$ cat src/sv/lupp_pkg.sv
// Package of the LU solver: sizes, action and status codes, Q-format helpers.
// No dependencies; imported by the interfaces, the divider, the top level and the checker.
package lupp_pkg;
	localparam int N_MAX     = 16;
	localparam int FRAC_BITS = 16;
	localparam int IDX_W     = $clog2(N_MAX);
	localparam int CNT_W     = IDX_W + 1;
	localparam int ADDR_W    = 2 * IDX_W;
	localparam int DATA_W    = 32;
	localparam int PROD_W    = 2 * DATA_W;
	localparam int SIZE_W    = 5;
	localparam int ACT_W     = 3;
	localparam int STAT_W    = 2;

	localparam logic [ACT_W-1:0] ACT_WR_MAT = 3'd0;
	localparam logic [ACT_W-1:0] ACT_FACTOR = 3'd1;
	localparam logic [ACT_W-1:0] ACT_WR_RHS = 3'd2;
	localparam logic [ACT_W-1:0] ACT_SOLVE  = 3'd3;
	localparam logic [ACT_W-1:0] ACT_READ   = 3'd4;

	localparam logic [STAT_W-1:0] STAT_OK       = 2'd0;
	localparam logic [STAT_W-1:0] STAT_SINGULAR = 2'd1;
	localparam logic [STAT_W-1:0] STAT_NOT_FACT = 2'd2;

	localparam logic signed [DATA_W-1:0] Q_MAX = {1'b0, {(DATA_W-1){1'b1}}};
	localparam logic signed [DATA_W-1:0] Q_MIN = {1'b1, {(DATA_W-1){1'b0}}};

	// Floor shift of a full product, then saturate.
	function automatic logic signed [DATA_W-1:0] sat_mul(input logic signed [PROD_W-1:0] p);
		logic signed [PROD_W-1:0] s;
		s = p >>> FRAC_BITS;
		if (s[PROD_W-1:DATA_W-1] != {(PROD_W-DATA_W+1){s[PROD_W-1]}})
			return s[PROD_W-1] ? Q_MIN : Q_MAX;
		return s[DATA_W-1:0];
	endfunction

	// Exact difference, then saturate.
	function automatic logic signed [DATA_W-1:0] sat_sub(input logic signed [DATA_W-1:0] a,
		input logic signed [DATA_W-1:0] b);
		logic signed [DATA_W:0] d;
		d = {a[DATA_W-1], a} - {b[DATA_W-1], b};
		if (d[DATA_W] != d[DATA_W-1])
			return d[DATA_W] ? Q_MIN : Q_MAX;
		return d[DATA_W-1:0];
	endfunction
endpackage

$ cat src/sv/lupp_div.sv
// Bit-serial saturating Q-format divider, one quotient bit per cycle.
// Depends on lupp_pkg.
module lupp_div import lupp_pkg::*; (
	input  logic                     clk,
	input  logic                     arst_n,
	input  logic                     start,
	input  logic signed [DATA_W-1:0] dividend,
	input  logic signed [DATA_W-1:0] divisor,
	output logic                     done,
	output logic signed [DATA_W-1:0] quotient
);
	localparam int DVD_W = DATA_W + FRAC_BITS;
	localparam int DCW   = $clog2(DVD_W + 1);

	logic              busy_q, fin_q, zero_q, neg_q;
	logic [DCW-1:0]    cnt_q;
	logic [DATA_W:0]   rem_q;
	logic [DATA_W-1:0] dsr_q;
	logic [DVD_W-1:0]  dvd_q, quo_q;
	logic signed [DATA_W-1:0] zres_q;
	logic [DATA_W-1:0] mag_a, mag_b;
	logic [DATA_W:0]   trial;
	logic              fit;

	assign mag_a = dividend[DATA_W-1] ? (~dividend + 1'b1) : dividend;
	assign mag_b = divisor[DATA_W-1] ? (~divisor + 1'b1) : divisor;
	assign trial = {rem_q[DATA_W-1:0], dvd_q[DVD_W-1]};
	assign fit   = trial >= {1'b0, dsr_q};

	always_ff @(posedge clk or negedge arst_n) begin
		if (!arst_n) begin
			busy_q <= 1'b0;
			fin_q  <= 1'b0;
			cnt_q  <= '0;
		end else begin
			fin_q <= 1'b0;
			if (start) begin
				if (divisor == '0) begin
					fin_q <= 1'b1;
				end else begin
					busy_q <= 1'b1;
					cnt_q  <= DCW'(DVD_W);
				end
			end else if (busy_q) begin
				cnt_q <= cnt_q - 1'b1;
				if (cnt_q == DCW'(1)) begin
					busy_q <= 1'b0;
					fin_q  <= 1'b1;
				end
			end
		end
	end

	always_ff @(posedge clk) begin
		if (start) begin
			zero_q <= (divisor == '0);
			zres_q <= (dividend == '0) ? '0 : (dividend[DATA_W-1] ? Q_MIN : Q_MAX);
			neg_q  <= dividend[DATA_W-1] ^ divisor[DATA_W-1];
			dsr_q  <= mag_b;
			dvd_q  <= {mag_a, {FRAC_BITS{1'b0}}};
			rem_q  <= '0;
			quo_q  <= '0;
		end else if (busy_q) begin
			rem_q <= fit ? (trial - {1'b0, dsr_q}) : trial;
			dvd_q <= {dvd_q[DVD_W-2:0], 1'b0};
			quo_q <= {quo_q[DVD_W-2:0], fit};
		end
	end

	assign done = fin_q;

	always_comb begin
		if (zero_q)
			quotient = zres_q;
		else if (neg_q)
			quotient = (quo_q > DVD_W'({1'b1, {(DATA_W-1){1'b0}}})) ? Q_MIN
				: DATA_W'(~quo_q[DATA_W-1:0] + 1'b1);
		else
			quotient = (quo_q > DVD_W'(Q_MAX)) ? Q_MAX : quo_q[DATA_W-1:0];
	end
endmodule

$ cat config.mk
export PLATFORM = sky130hd
export DESIGN_NAME = lupp_div
export DESIGN_NICKNAME = d
export VERILOG_FILES = /design/src/sv/lupp_pkg.sv /design/src/sv/lupp_div.sv
export SDC_FILE = /design/constraint.sdc
export NUM_CORES = 1
export LEC_CHECK = 0
export BUFFER_PORTS_ARGS = -buffer_cell sky130_fd_sc_hd__clkbuf_2
export CORE_ASPECT_RATIO = 1.4
export CORE_MARGIN = 2
export CORE_UTILIZATION = 55
export CTS_CLUSTER_SIZE = 24
export DETAILED_ROUTE_END_ITERATION = 8
export PLACE_DENSITY = 0.77
export SYNTH_ARGS = -nofsm -noshare
export SYNTH_HDL_FRONTEND = slang
export SYNTH_SLANG_ARGS = --single-unit
$ cat constraint.sdc
create_clock -name clk -period 3.3 [get_ports clk]
set_input_delay 0.165 -clock clk [delete_from_list [all_inputs] [get_ports clk]]
set_output_delay 0.165 -clock clk [all_outputs]
set_load 0.05 [all_outputs]
After elaboration in Yosys (flattened, before gate mapping)
Index checks and enable logic that the tools add are counted.
{"block": "totals", "out_inout_bits": 33, "wordCells": 50, "inputBits": 67, "register_bits": 186}
{"block": "op_classes", "bitwise": 4, "n_eq_ne": 2, "mux": 21, "magnitude_cmp": 3, "addsub": 5, "n_reduce_logical": 4}
{"op": "two-way mux 32 bit", "count": 7}
{"op": "adder 32 x 1 -> 32 bit, second input constant", "count": 3}
{"op": "two-way mux 48 bit", "count": 2}
{"op": "inverter 32 bit", "count": 3}
{"op": "logical NOT 32 bit", "count": 2}
{"op": "greater-than comparator 48 x 31 -> 1 bit, second input constant", "count": 1}
{"op": "greater-than comparator 48 x 32 -> 1 bit, second input constant", "count": 1}
{"op": ">= comparator 33 x 32 -> 1 bit", "count": 1}
{"op": "subtractor 32 bit", "count": 1}
{"op": "two-way mux 31 bit", "count": 1}
{"op": "two-way mux 6 bit", "count": 3}
{"op": "two-way mux 1 bit", "count": 8}
{"op": "equality test 6 x 1 -> 1 bit, second input constant", "count": 1}
{"op": "subtractor 6 x 1 -> 6 bit, second input constant", "count": 1}
{"op": "inequality test 2 bit, second input constant", "count": 1}
{"op": "AND reduction 2 bit", "count": 1}
{"op": "nonzero test 2 bit", "count": 1}
{"op": "bitwise XOR 1 bit", "count": 1}

Logic depth before layout (Yosys ltp)
Gate-level depths: netlist of the first run.
{"block": "logic_depth", "ltp_word": 5, "ltp_mapped": 14, "depth_no_buf": 12}

Least setup slack after synthesis of the first run
No wires, ideal clock.
{"block": "synth_timing", "path_kind": "reg2out", "startpoint": "register quo_q[11]", "endpoint": "output port quotient[25]", "setup_slack_ns": -0.379, "path_buffers": 2, "t_arrival_ns": 3.514, "path_stages_with_launch": 12, "required_time_ns": 3.135, "cell_sequence": "dfxtp_1 -> clkbuf_1 -> or3_1 -> nor4b_1 -> nand4_1 -> or4_1 -> a21o_1 -> or2_1 -> clkbuf_1 -> nor3b_1 -> a21oi_1 -> a21oi_1"}
{"block": "synth_between", "elab_chain_len": 5, "elab_cells_between_ends": 8, "cone_classes": "add/sub: 1; order compare: 2; mux: 4; bitwise: 1"}
{"element": "start, declared", "line": "lupp_div.sv:19", "rtl": "logic [DVD_W-1:0] dvd_q, quo_q;"}
{"element": "start signal, assigned", "line": "lupp_div.sv:66", "rtl": "quo_q <= {quo_q[DVD_W-2:0], fit};"}
{"element": "inverter 32 bit", "line": "lupp_div.sv:77", "rtl": ": DATA_W'(~quo_q[DATA_W-1:0] + 1'b1);"}
{"element": "adder 32 x 1 -> 32 bit", "line": "lupp_div.sv:77"}
{"element": "two-way mux 32 bit", "line": "lupp_div.sv:76", "rtl": "quotient = (quo_q > DVD_W'({1'b1, {(DATA_W-1){1'b0}}})) ? Q_MIN"}
{"element": "two-way mux 32 bit *", "line": "lupp_div.sv:75", "rtl": "else if (neg_q)"}
{"element": "two-way mux 32 bit *", "line": "lupp_div.sv:73", "rtl": "if (zero_q)"}
{"element": "end, declared", "line": "lupp_div.sv:10", "rtl": "output logic signed [DATA_W-1:0] quotient"}
Every way passes the cells marked *; elsewhere a longest branch is shown, timed or not.

Worst setup path after layout of the first run
{"block": "layout_timing", "startpoint": "register quo_q[4]", "endpoint": "output port quotient[23]"}
Same word-level chain as after synthesis.

==> reports/results.txt, run 1 <==
initial antenna violation count - 0
status - complete, but fails checks
fin util - 71.3%
die width - 119 µm
total CTS buffers - 17
gr ovfl total - 0
post-synth net total - 1298
routed wl met3 - 1110 µm
met2 routed WL - 14600 µm
CP max stage delay - 0.47 ns
CTS tree - built
min cycle time layout - 3.49 ns
final period utilization - 106%
Slew Viols, Final - 0
nets - 1427
pin count of the biggest net entering global routing - 94
Port Buf Inserts - 99
Pwr Density - 732 mW/mm²
Vias/cell - 6.01
RSZ-0062 raised after global routing - yes
drt wl/cell - 17.5 µm
element type at the critical path start - register
crit path capture type - output port
worst slew pin tran - 0.938 ns
worst skew pair latency - 0.43 ns
post-synthesis instance total - 1193
path type of the worst setup path - register to output port
via count - 9465
GP Congestion - 0.899
Worst Slack Setup Final - -0.186 ns
Leak - 5.54 nW
Total Power - 9.43 mW
cells along the critical path - or3_4 > nor3_4 > buf_6 > nand4_1 > or4_4 > a21o_4 > or2_4 > nor3b_2 > a21oi_2 > a21oi_4 > buf_8
Final Skew - 0.0117 ns
vias in the first global route - 8869
share of cells above drive strength 1 - 24.1%
Yosys warning count - 0
Max transition margin - 37.5%
Post-synth EDFFs - 68
pre-CTS setup slack - -0.102 ns
Hold WC Path Type - input port to register
sequential cell area fraction in the yosys report - 37.8%
global-route wire length before repair - 41900 µm
Die Footprint - 0.0196 mm²
worst path required time - 3.13 ns
Max clock buf depth - 2
chip height - 165 µm
Netlist Area Pre-Place - 0.0102 mm²
synthesis-to-finish area growth - 26.6%
Final Setup Violations - 27
HPWL Detailed - 18100 µm
initial core utilization - 56.3%
io pins - 100
Yosys reg bits - 156
Post-Place Cells - 1531
post-synthesis async set-or-reset flop share - 5.13%
hold slack - 0.0351 ns
failing checks - setup timing
Core Region - 0.0181 mm²
CP delay by family, top - simple AND/OR/NAND/NOR gates
Cell Count, Final, Fillers Out - 1575
total global-route track usage - 26.0%
Core Rows - 58
Peak VDD IR - 0.432 mV
DRT Wirelength - 27600 µm
post-synthesis cell type count - 70
clock-pin transition on the worst setup and hold timing paths - 0.07 ns
largest fanout on the critical path - 6
WP data arrival - 3.32 ns
Highest Signal Layer - met4
Max-cap violations - 0
Clk Tree Root Cell - clkbuf_16
CP bufs+invs - 2
ys flop type - dfxtp_1
antenna cells - 0
H-tree depth - 4
CP max-delay cell - or4_4
met1 WL - 10800 µm
endpoints failing hold - 0
Max Fclk - 287 MHz
CTS sink count - 156
Residual DRC - 0
Iter 0 DRT Violations - 620
post-route antenna net violation count - 0
Pre-Repair DR Iteration Count - 7
Syn Area/Cell - 8.53 µm²
-- sequential cells by signal (all words and copies together) (netlist names) --
| name | flops |
|---|---|
| rem_q | 32 |
| zres_q | 2 |
| dsr_q | 32 |
| cnt_q | 6 |
| neg_q | 1 |
| zero_q | 1 |
| dvd_q | 32 |
| done | 1 |
| busy_q | 1 |
| quo_q | 48 |
-- final timing paths --
check                       startpoint            to  slack (ns)  depth (start not counted)
hold / removal             divisor[17]     dsr_q[17]        0.04                          2
max in group asynchronous       arst_n        busy_q        2.96                          2
setup reg to reg             dvd_q[47]     rem_q[30]        0.22                         12
hold reg to reg              rem_q[19]     rem_q[20]        0.50                          2
setup / recovery              quo_q[4]  quotient[23]       -0.19                         11
min in group asynchronous       arst_n      cnt_q[4]        0.14                          2
-- layout make-up --
type | instances | area, µm²
well taps | 240 | 300
clock buffers | 19 | 443
inverters | 59 | 221
repair buffers | 177 | 1460
fillers | 1333 | 5190
clock inverters | 13 | 154
flip-flops and latches | 156 | 3850
multi-input cells | 911 | 6450
-- placed cells by master, fill, tap and decap left out, types with 6 or more instances in the layout --
master,n
a211oi_1,7
a21o_1,11
a21oi_1,66
a21oi_2,12
a21oi_4,7
a311oi_1,21
and3_1,9
buf_12,8
buf_4,64
buf_6,18
buf_8,15
clkbuf_16,17
clkbuf_2,68
dfrtp_1,7
dfxtp_1,77
edfxtp_1,68
ha_1,36
inv_1,57
mux2i_1,51
nand2_1,90
nand2b_1,11
nand3_1,17
nand3b_1,7
nand4_1,8
nor2_1,164
nor2_2,13
nor3_1,16
nor4_1,15
o211ai_1,6
o21a_1,6
o21ai_0,50
o21bai_1,6
o31ai_1,25
o41ai_1,9
or3_1,20
or4_1,10
or4_4,7
xnor2_1,56
xor2_1,40
-- cells by family after synthesis --
logic type               synth area share [%]
AO/OA/AOI/OAI                            18.5
XOR/XNOR                                 8.51
adder cells (fa/ha/maj)                  4.75
buffers and inverters                    4.76
flip-flops                               37.8
multiplexers                             5.24
AND/OR/NAND/NOR                          20.5
-- what timing repair did --
| action | CTS | global route |
|---|---|---|
| hold buffers | 2 | 0 |
| pin swaps | 18 | 29 |
| buffers inserted | 1 | 7 |
| resized for setup | 83 | 92 |
| hold endpoints to repair | 9 | 0 |
| gates cloned | 2 | 1 |
| endpoints found under the setup margin | 31 | 60 |
-- where the power goes --
part | total [mW] | internal, mW | switching [mW]
Combinational | 4.92 | 2.15 | 2.77
Clock | 1.99 | 1.15 | 0.837
Sequential | 2.52 | 2.32 | 0.200
-- routing by layer --
metal / up-vias / track usage, %
li1: 4589 / -
met1: 4468 / 29.0
met2: 313 / 49.2
met3: 95 / 3.97
met4: 0 / 10.8
met5: - / 0
-- Yosys cell counts, types with 3 or more instances --
library cell	n	area, µm²
dfrtp_1	8	200
mux2i_1	51	510
nor2b_1	6	37.5
o21ai_0	55	275
nor4_1	18	113
dfxtp_1	80	1600
ha_1	37	463
a32oi_1	3	26.3
o21a_1	6	45.0
o31ai_1	29	218
or4_1	12	90.1
nor3_1	22	110
o41ai_1	9	78.8
nand4_1	8	50.1
a31oi_1	8	50.1
inv_1	58	218
xor2_1	40	350
buf_2	3	15.0
and3_1	9	56.3
edfxtp_1	68	2040
nand3_1	17	85.1
or4_4	5	56.3
a2111oi_0	6	52.6
nand3b_1	7	52.6
nor3b_1	4	30.0
clkbuf_1	62	233
xnor2_1	57	499
nand2_1	91	342
or3_1	25	156
a21o_1	12	90.1
nor4b_1	4	35.0
o211ai_1	6	45.0
a211oi_1	14	105
a21oi_1	84	420
o21bai_1	6	45.0
or2_2	7	43.8
nor2_1	182	683
nand2b_1	11	68.8
buf_1	4	15.0
a311oi_1	21	184
-- per-stage QoR --
step           area (µm²)  setup TNS, ns
4_1_cts             12600          -1.59
5_1_grt             12900          -5.01
3_5_place_dp        11600         -0.676
3_3_place_gp        11600         -0.474
2_1_floorplan       10400         -0.249
6_report            12900          -2.59
No activity file was read; power rests on OpenSTA's default activity.
==> run 2: changes to the inputs <==
--- a/config.mk
+++ b/config.mk
@@ -5,13 +5,14 @@
 export SDC_FILE = /design/constraint.sdc
 export NUM_CORES = 1
 export LEC_CHECK = 0
+export ABC_AREA = 1
 export BUFFER_PORTS_ARGS = -buffer_cell sky130_fd_sc_hd__clkbuf_2
 export CORE_ASPECT_RATIO = 1.4
 export CORE_MARGIN = 2
 export CORE_UTILIZATION = 55
 export CTS_CLUSTER_SIZE = 24
 export DETAILED_ROUTE_END_ITERATION = 8
-export PLACE_DENSITY = 0.77
+export PLACE_DENSITY = 0.76
 export SYNTH_ARGS = -nofsm -noshare
 export SYNTH_HDL_FRONTEND = slang
 export SYNTH_SLANG_ARGS = --single-unit
==> run 2 against run 1 <==
Net effect: the flow now finishes without violations; register-to-register slack better by 0.50 ns; design area is 1.4% higher; via count is 24% higher; clock skew hardly changed; non-clock buffer count is 63 lower; synthesized cell count is 48% higher; sequential share of layout area is 0.47 points lower; global-route usage is 3.5 points higher; worst hold slack better by 0.012 ns; final cell count is 34% higher; total power is 4.8% lower; clock power is 9% higher; highest routed layer unchanged.
==> reports/results.txt, run 2 <==
setup TNS - 0 ns
Vias/cell - 5.56
Peak VDD IR - 0.439 mV
most numerous cell in the Yosys netlist - nand2_1
Highest Signal Layer - met4
Core Rows - 63
Max-cap violations - 0
Pwr Density - 687 mW/mm²
Yosys top cell area share - 17.4%
RSZ-0062 raised after global routing - no
global-route wire length before repair - 53000 µm
DP Area - 0.0124 mm²
Min-Delay Endpoint - dvd_q[16]
chip height - 177 µm
crit path capture type - output port
post-synth net total - 1865
Final Setup Violations - 0
element type at the critical path start - register
die width - 128 µm
io pins - 100
path type of the worst setup path - register to output port
Max clock buf depth - 2
Final Skew - 0.0115 ns
antenna cells - 0
Hold Path Depth - 3
max reg flops - 48
Die Footprint - 0.0226 mm²
postcts setup bufs - 0
vias in the first global route - 11000
final period utilization - 93.7%
Syn Area/Cell - 6.68 µm²
CTS sink count - 156
FF/Latch Area - 0.00384 mm²
Worst Slack Setup Final - 0.206 ns
fin area - 0.0131 mm²
Post-Place Cells - 2075
Max Fclk - 323 MHz
synthesis-to-finish area growth - 11.0%
Crit Reg-Reg Startpoint - dsr_q[10]
Yosys top cell by area - edfxtp_1
Residual DRC - 0
Cell Count, Final, Fillers Out - 2109
endpoints failing hold - 0
Hold Startpoint - dividend[0]
worst skew pair latency - 0.44 ns
post-synthesis async set-or-reset flop share - 5.13%
Hold WC Path Type - input port to register
clock-pin transition on the worst setup and hold timing paths - 0.07 ns
multi-input logic area - 0.00655 mm²
Iter 0 DRT Violations - 971
Post-synth top cells - nand2_1 (481), inv_1 (277), nor2_1 (173), nand3_1 (120), o21ai_0 (96)
Core Region - 0.0211 mm²
DRT Wirelength - 33500 µm
min cycle time layout - 3.09 ns
Pre-Repair DR Iteration Count - 6
Max transition margin - 40.9%
total global-route track usage - 29.6%
pin count of the biggest net entering global routing - 49
share of cells above drive strength 1 - 11.6%
H-tree depth - 4
post-route antenna net violation count - 0
layout filler cell count - 2022
total CTS buffers - 17
cts hold-fix bufs - 2
initial core utilization - 55.7%
Biggest register - quo_q
met2 routed WL - 16700 µm
reg2reg path depth - 12
CTS tree - built
worst path required time - 3.13 ns
Yosys reg bits - 156
post-synthesis instance total - 1760
most frequent cells in the layout - nand2_1 (481), inv_1 (276), nor2_1 (173)
Yosys warning count - 0
Netlist Area Pre-Place - 0.0118 mm²
sequential cell area fraction in the yosys report - 32.7%
commonest non-fill, non-tap cell in the layout - nand2_1
gr ovfl total - 0
Leak - 6.64 nW
CTS resizes - 0
internal reg-to-reg setup slack - 0.72 ns
nets - 1941
initial antenna violation count - 0
RR Endpoint - rem_q[23]
met1 WL - 13400 µm
worst slew pin tran - 0.884 ns
routed wl met3 - 1850 µm
HPWL Detailed - 25600 µm
fin util - 61.8%
largest fanout on the critical path - 25
ys flop type - dfxtp_1
drt wl/cell - 15.9 µm
post-synthesis cell type count - 49
Slew Viols, Final - 0
WP data arrival - 2.93 ns
Post-synth EDFFs - 68
GP Congestion - 1.01
Clk Tree Root Cell - clkbuf_16
status - complete, no violations
pre-CTS setup slack - 0.700 ns
Synth area leaders - edfxtp_1 (17%), nand2_1 (15%), dfxtp_1 (14%)
Port Buf Inserts - 99
via count - 11700
-- run 2: area by class of cell --
type                    count  area share [%]
repair buffers            114            4.69
clock buffers              21            4.02
clock inverters            11           0.996
multi-input cells        1261            50.1
well taps                 260            2.49
inverters                 286            8.22
flip-flops and latches    156            29.4
-- run 2: power breakdown --
group | leakage, nW | internal (mW) | total (mW) | switching [mW]
Clock | 0.322 | 1.25 | 2.16 | 0.906
Combinational | 4.87 | 1.34 | 4.22 | 2.88
Sequential | 1.44 | 2.33 | 2.59 | 0.261
-- run 2: critical path, cell delays in order (launching register included) --
cell      delay (ns)
dfxtp_1         0.35
inv_1           0.12
ha_1            0.22
nand3_1         0.16
nor2_2          0.18
nand2_1         0.15
nor2_1          0.14
nand2_1         0.08
nand2_2         0.11
nand2_4         0.19
o21ai_0         0.34
nand2_1         0.08
nand2_1         0.07
clkbuf_2        0.30
-- run 2: how the worst max path moves through the flow --
stage               cells after the start      from          end
floorplan                              10  quo_q[0]  quotient[0]
global placement                       13  quo_q[0]  quotient[6]
detailed placement                     13  quo_q[0]  quotient[6]
CTS                                    13  quo_q[0]  quotient[6]
global route                           13  quo_q[0]  quotient[6]
finish                                 13  quo_q[0]  quotient[6]
-- run 2: kinds of logic after synthesis --
group / count (synthesis) / synth area share [%]
xor gates and xnor gates: 82 / 6.11
adders and majority gates: 38 / 4.11
AOI/OAI and AO/OA: 225 / 11.0
DFF: 156 / 32.7
and+or+nand+nor: 916 / 34.5
buffers and inverters: 343 / 11.7
-- run 2: metrics by stage --
step | hold slack [ns] | total power, mW
after CTS | 0.0347 | 8.93
after detailed placement | 0.0360 | 6.76
after global placement | 0.0329 | 6.74
final | 0.0466 | 8.97
after floorplan | -0.131 | 5.74
after global routing | 0.0573 | 9.55
-- run 2: layer usage --
metal	global-route usage [%]	vias up
met3	4.69	99
met2	52.3	431
met5	0	-
met4	14.2	0
met1	34.8	5358
li1	-	5843
==> run 3: changes to the inputs <==
--- a/config.mk
+++ b/config.mk
@@ -12,7 +12,7 @@
 export CORE_UTILIZATION = 55
 export CTS_CLUSTER_SIZE = 24
 export DETAILED_ROUTE_END_ITERATION = 8
-export PLACE_DENSITY = 0.76
+export PLACE_DENSITY = 0.77
 export SYNTH_ARGS = -nofsm -noshare
 export SYNTH_HDL_FRONTEND = slang
 export SYNTH_SLANG_ARGS = --single-unit
==> run 3 against run 2 <==
Net effect: sequential share of layout area rose by 0.18 points; maximum frequency fell by 0.22%; total power fell by 2.4%; worst hold slack got worse by 0.015 ns; clock power fell by 8%; first-iteration DRC count rose by 0.21%; critical path depth did not move; setup slack got worse by 0.0067 ns; final cell count barely moved; register-to-register slack got worse by 0.28 ns; sequential power barely moved.
==> reports/results.txt, run 3 (same netlist as run 2, synthesis figures left out) <==
status - complete, no violations
Vias/cell - 5.57
max reg flops - 48
worst slew pin tran - 1.20 ns
Hold WC Path Type - input port to register
initial antenna violation count - 1
element type at the critical path start - register
WP data arrival - 2.94 ns
HPWL Detailed - 26000 µm
worst path required time - 3.13 ns
gr ovfl total - 0
cells along the critical path - inv_1 > ha_1 > nand3_1 > nor2_2 > nand2_1 > nor2_1 > nand2_1 > nand2_2 > nand2_4 > o21ai_0 > nand2_1 > nand2_1 > clkbuf_2
CTS resizes - 0
CTS tree - built
path type of the worst setup path - register to output port
Max Fclk - 323 MHz
clock-pin transition on the worst setup and hold timing paths - 0.07 ns
Biggest register - quo_q
largest fanout on the critical path - 25
Max-cap violations - 0
GP Congestion - 1.02
internal reg-to-reg setup slack - 0.44 ns
setup TNS - 0 ns
commonest non-fill, non-tap cell in the layout - nand2_1
cell mode on critical path - nand2_1
reg2reg path depth - 14
die width - 128 µm
Max clock buf depth - 2
min cycle time layout - 3.10 ns
Slew Viols, Final - 0
CTS sink count - 156
Pwr Density - 675 mW/mm²
share of cells above drive strength 1 - 11.5%
Peak VDD IR - 0.411 mV
Max transition margin - 20.0%
Port Buf Inserts - 99
DRT Wirelength - 33900 µm
io pins - 100
Final Setup Violations - 0
RR Endpoint - rem_q[22]
synthesis-to-finish area growth - 10.3%
CP max stage delay - 0.33 ns
via count - 11700
global-route wire length before repair - 54200 µm
Leak - 6.60 nW
total CTS buffers - 17
pin count of the biggest net entering global routing - 77
endpoints failing hold - 0
drt wl/cell - 16.1 µm
total global-route track usage - 30.4%
vias in the first global route - 10900
nets - 1939
RSZ-0062 raised after global routing - no
H-tree depth - 4
Die Footprint - 0.0226 mm²
pre-CTS setup slack - 0.521 ns
most frequent cells in the layout - nand2_1 (481), inv_1 (276), nor2_1 (173)
crit path from - quo_q[1]
Pre-Repair DR Iteration Count - 6
worst skew pair latency - 0.45 ns
chip height - 177 µm
Core Region - 0.0211 mm²
initial core utilization - 55.7%
Core Rows - 63
post-route antenna net violation count - 0
Worst Slack Setup Final - 0.200 ns
final period utilization - 94.0%
Setup crit end - quotient[11]
CP max-delay cell - dfxtp_1
Iter 0 DRT Violations - 973
Residual DRC - 0
Final Skew - 0.0122 ns
Crit Reg-Reg Startpoint - dsr_q[15]
crit path capture type - output port
Clk Tree Root Cell - clkbuf_16
==> run 3: cell types whose count changed in the layout (fill, tap and decap cells not counted) <==
cell	before	now
clkbuf_1	0	1
diode_2	0	1
clkinvlp_4	0	1
buf_4	13	10
clkinv_4	3	0
buf_12	0	1
inv_6	4	6
clkbuf_16	21	17
inv_4	0	3
==> run 3: worst max-delay path, delay by kind of cell (launching register included) <==
| family | cells | cell delay, ns |
|---|---|---|
| compound gates | 1 | 0.31 |
| fa+ha+maj | 1 | 0.24 |
| flops | 1 | 0.33 |
| buf+inv | 2 | 0.42 |
| simple gates | 9 | 1.18 |
==> run 3: what timing repair did <==
action                                  4_1_cts  5_1_grt
buffers inserted                              0        0
endpoints found under the setup margin        0        0
hold endpoints to repair                      9        0
hold buffers                                  2        0
==> run 3: worst min path at each step <==
stage	start	slack (ns)	cells after the start	endpoint
after floorplan	arst_n	-0.13	0	busy_q
after global placement	arst_n	0.03	1	done
after detailed placement	arst_n	0.03	1	done
after CTS	dividend[0]	0.02	3	dvd_q[16]
after global routing	dividend[0]	0.05	3	dvd_q[16]
final	dividend[0]	0.03	3	dvd_q[16]
==> run 3: routing by layer <==
| metal | track usage (%) | wire length [µm] |
|---|---|---|
| met1 | 37.3 | 14100 |
| met2 | 53.3 | 16900 |
| met3 | 3.57 | 1760 |
| met4 | 13.4 | 1240 |
| met5 | 0 | 0 |
==> run 3: metrics by stage <==
stage | std cells | power, mW | hold WS (ns) | util (%) | area (µm²)
final | 2108 | 8.76 | 0.0321 | 61.4 | 13000
after global routing | 2108 | 9.32 | 0.0532 | 61.4 | 13000
after CTS | 2107 | 8.71 | 0.0230 | 61.4 | 13000
after detailed placement | 2073 | 6.73 | 0.0333 | 58.6 | 12400
after global placement | 2073 | 6.71 | 0.0316 | 58.6 | 12400
after floorplan | 1760 | 5.74 | -0.131 | - | 11800
==> run 3: power by group <==
part	total, mW	internal [mW]	switching (mW)
registers	2.58	2.33	0.245
clock network	1.98	1.07	0.906
logic	4.21	1.34	2.87
total	8.76	4.74	4.02
==> run 3: area by class of cell <==
type | count | area, µm²
Multi-Input combinational cell | 1261 | 6550
Sequential cell | 156 | 3840
Tap cell | 260 | 325
Timing Repair Buffer | 112 | 611
Fill cell | 2076 | 8150
Clock inverter | 14 | 148
Inverter | 286 | 1070
Antenna cell | 1 | 2.50
Clock buffer | 18 | 429
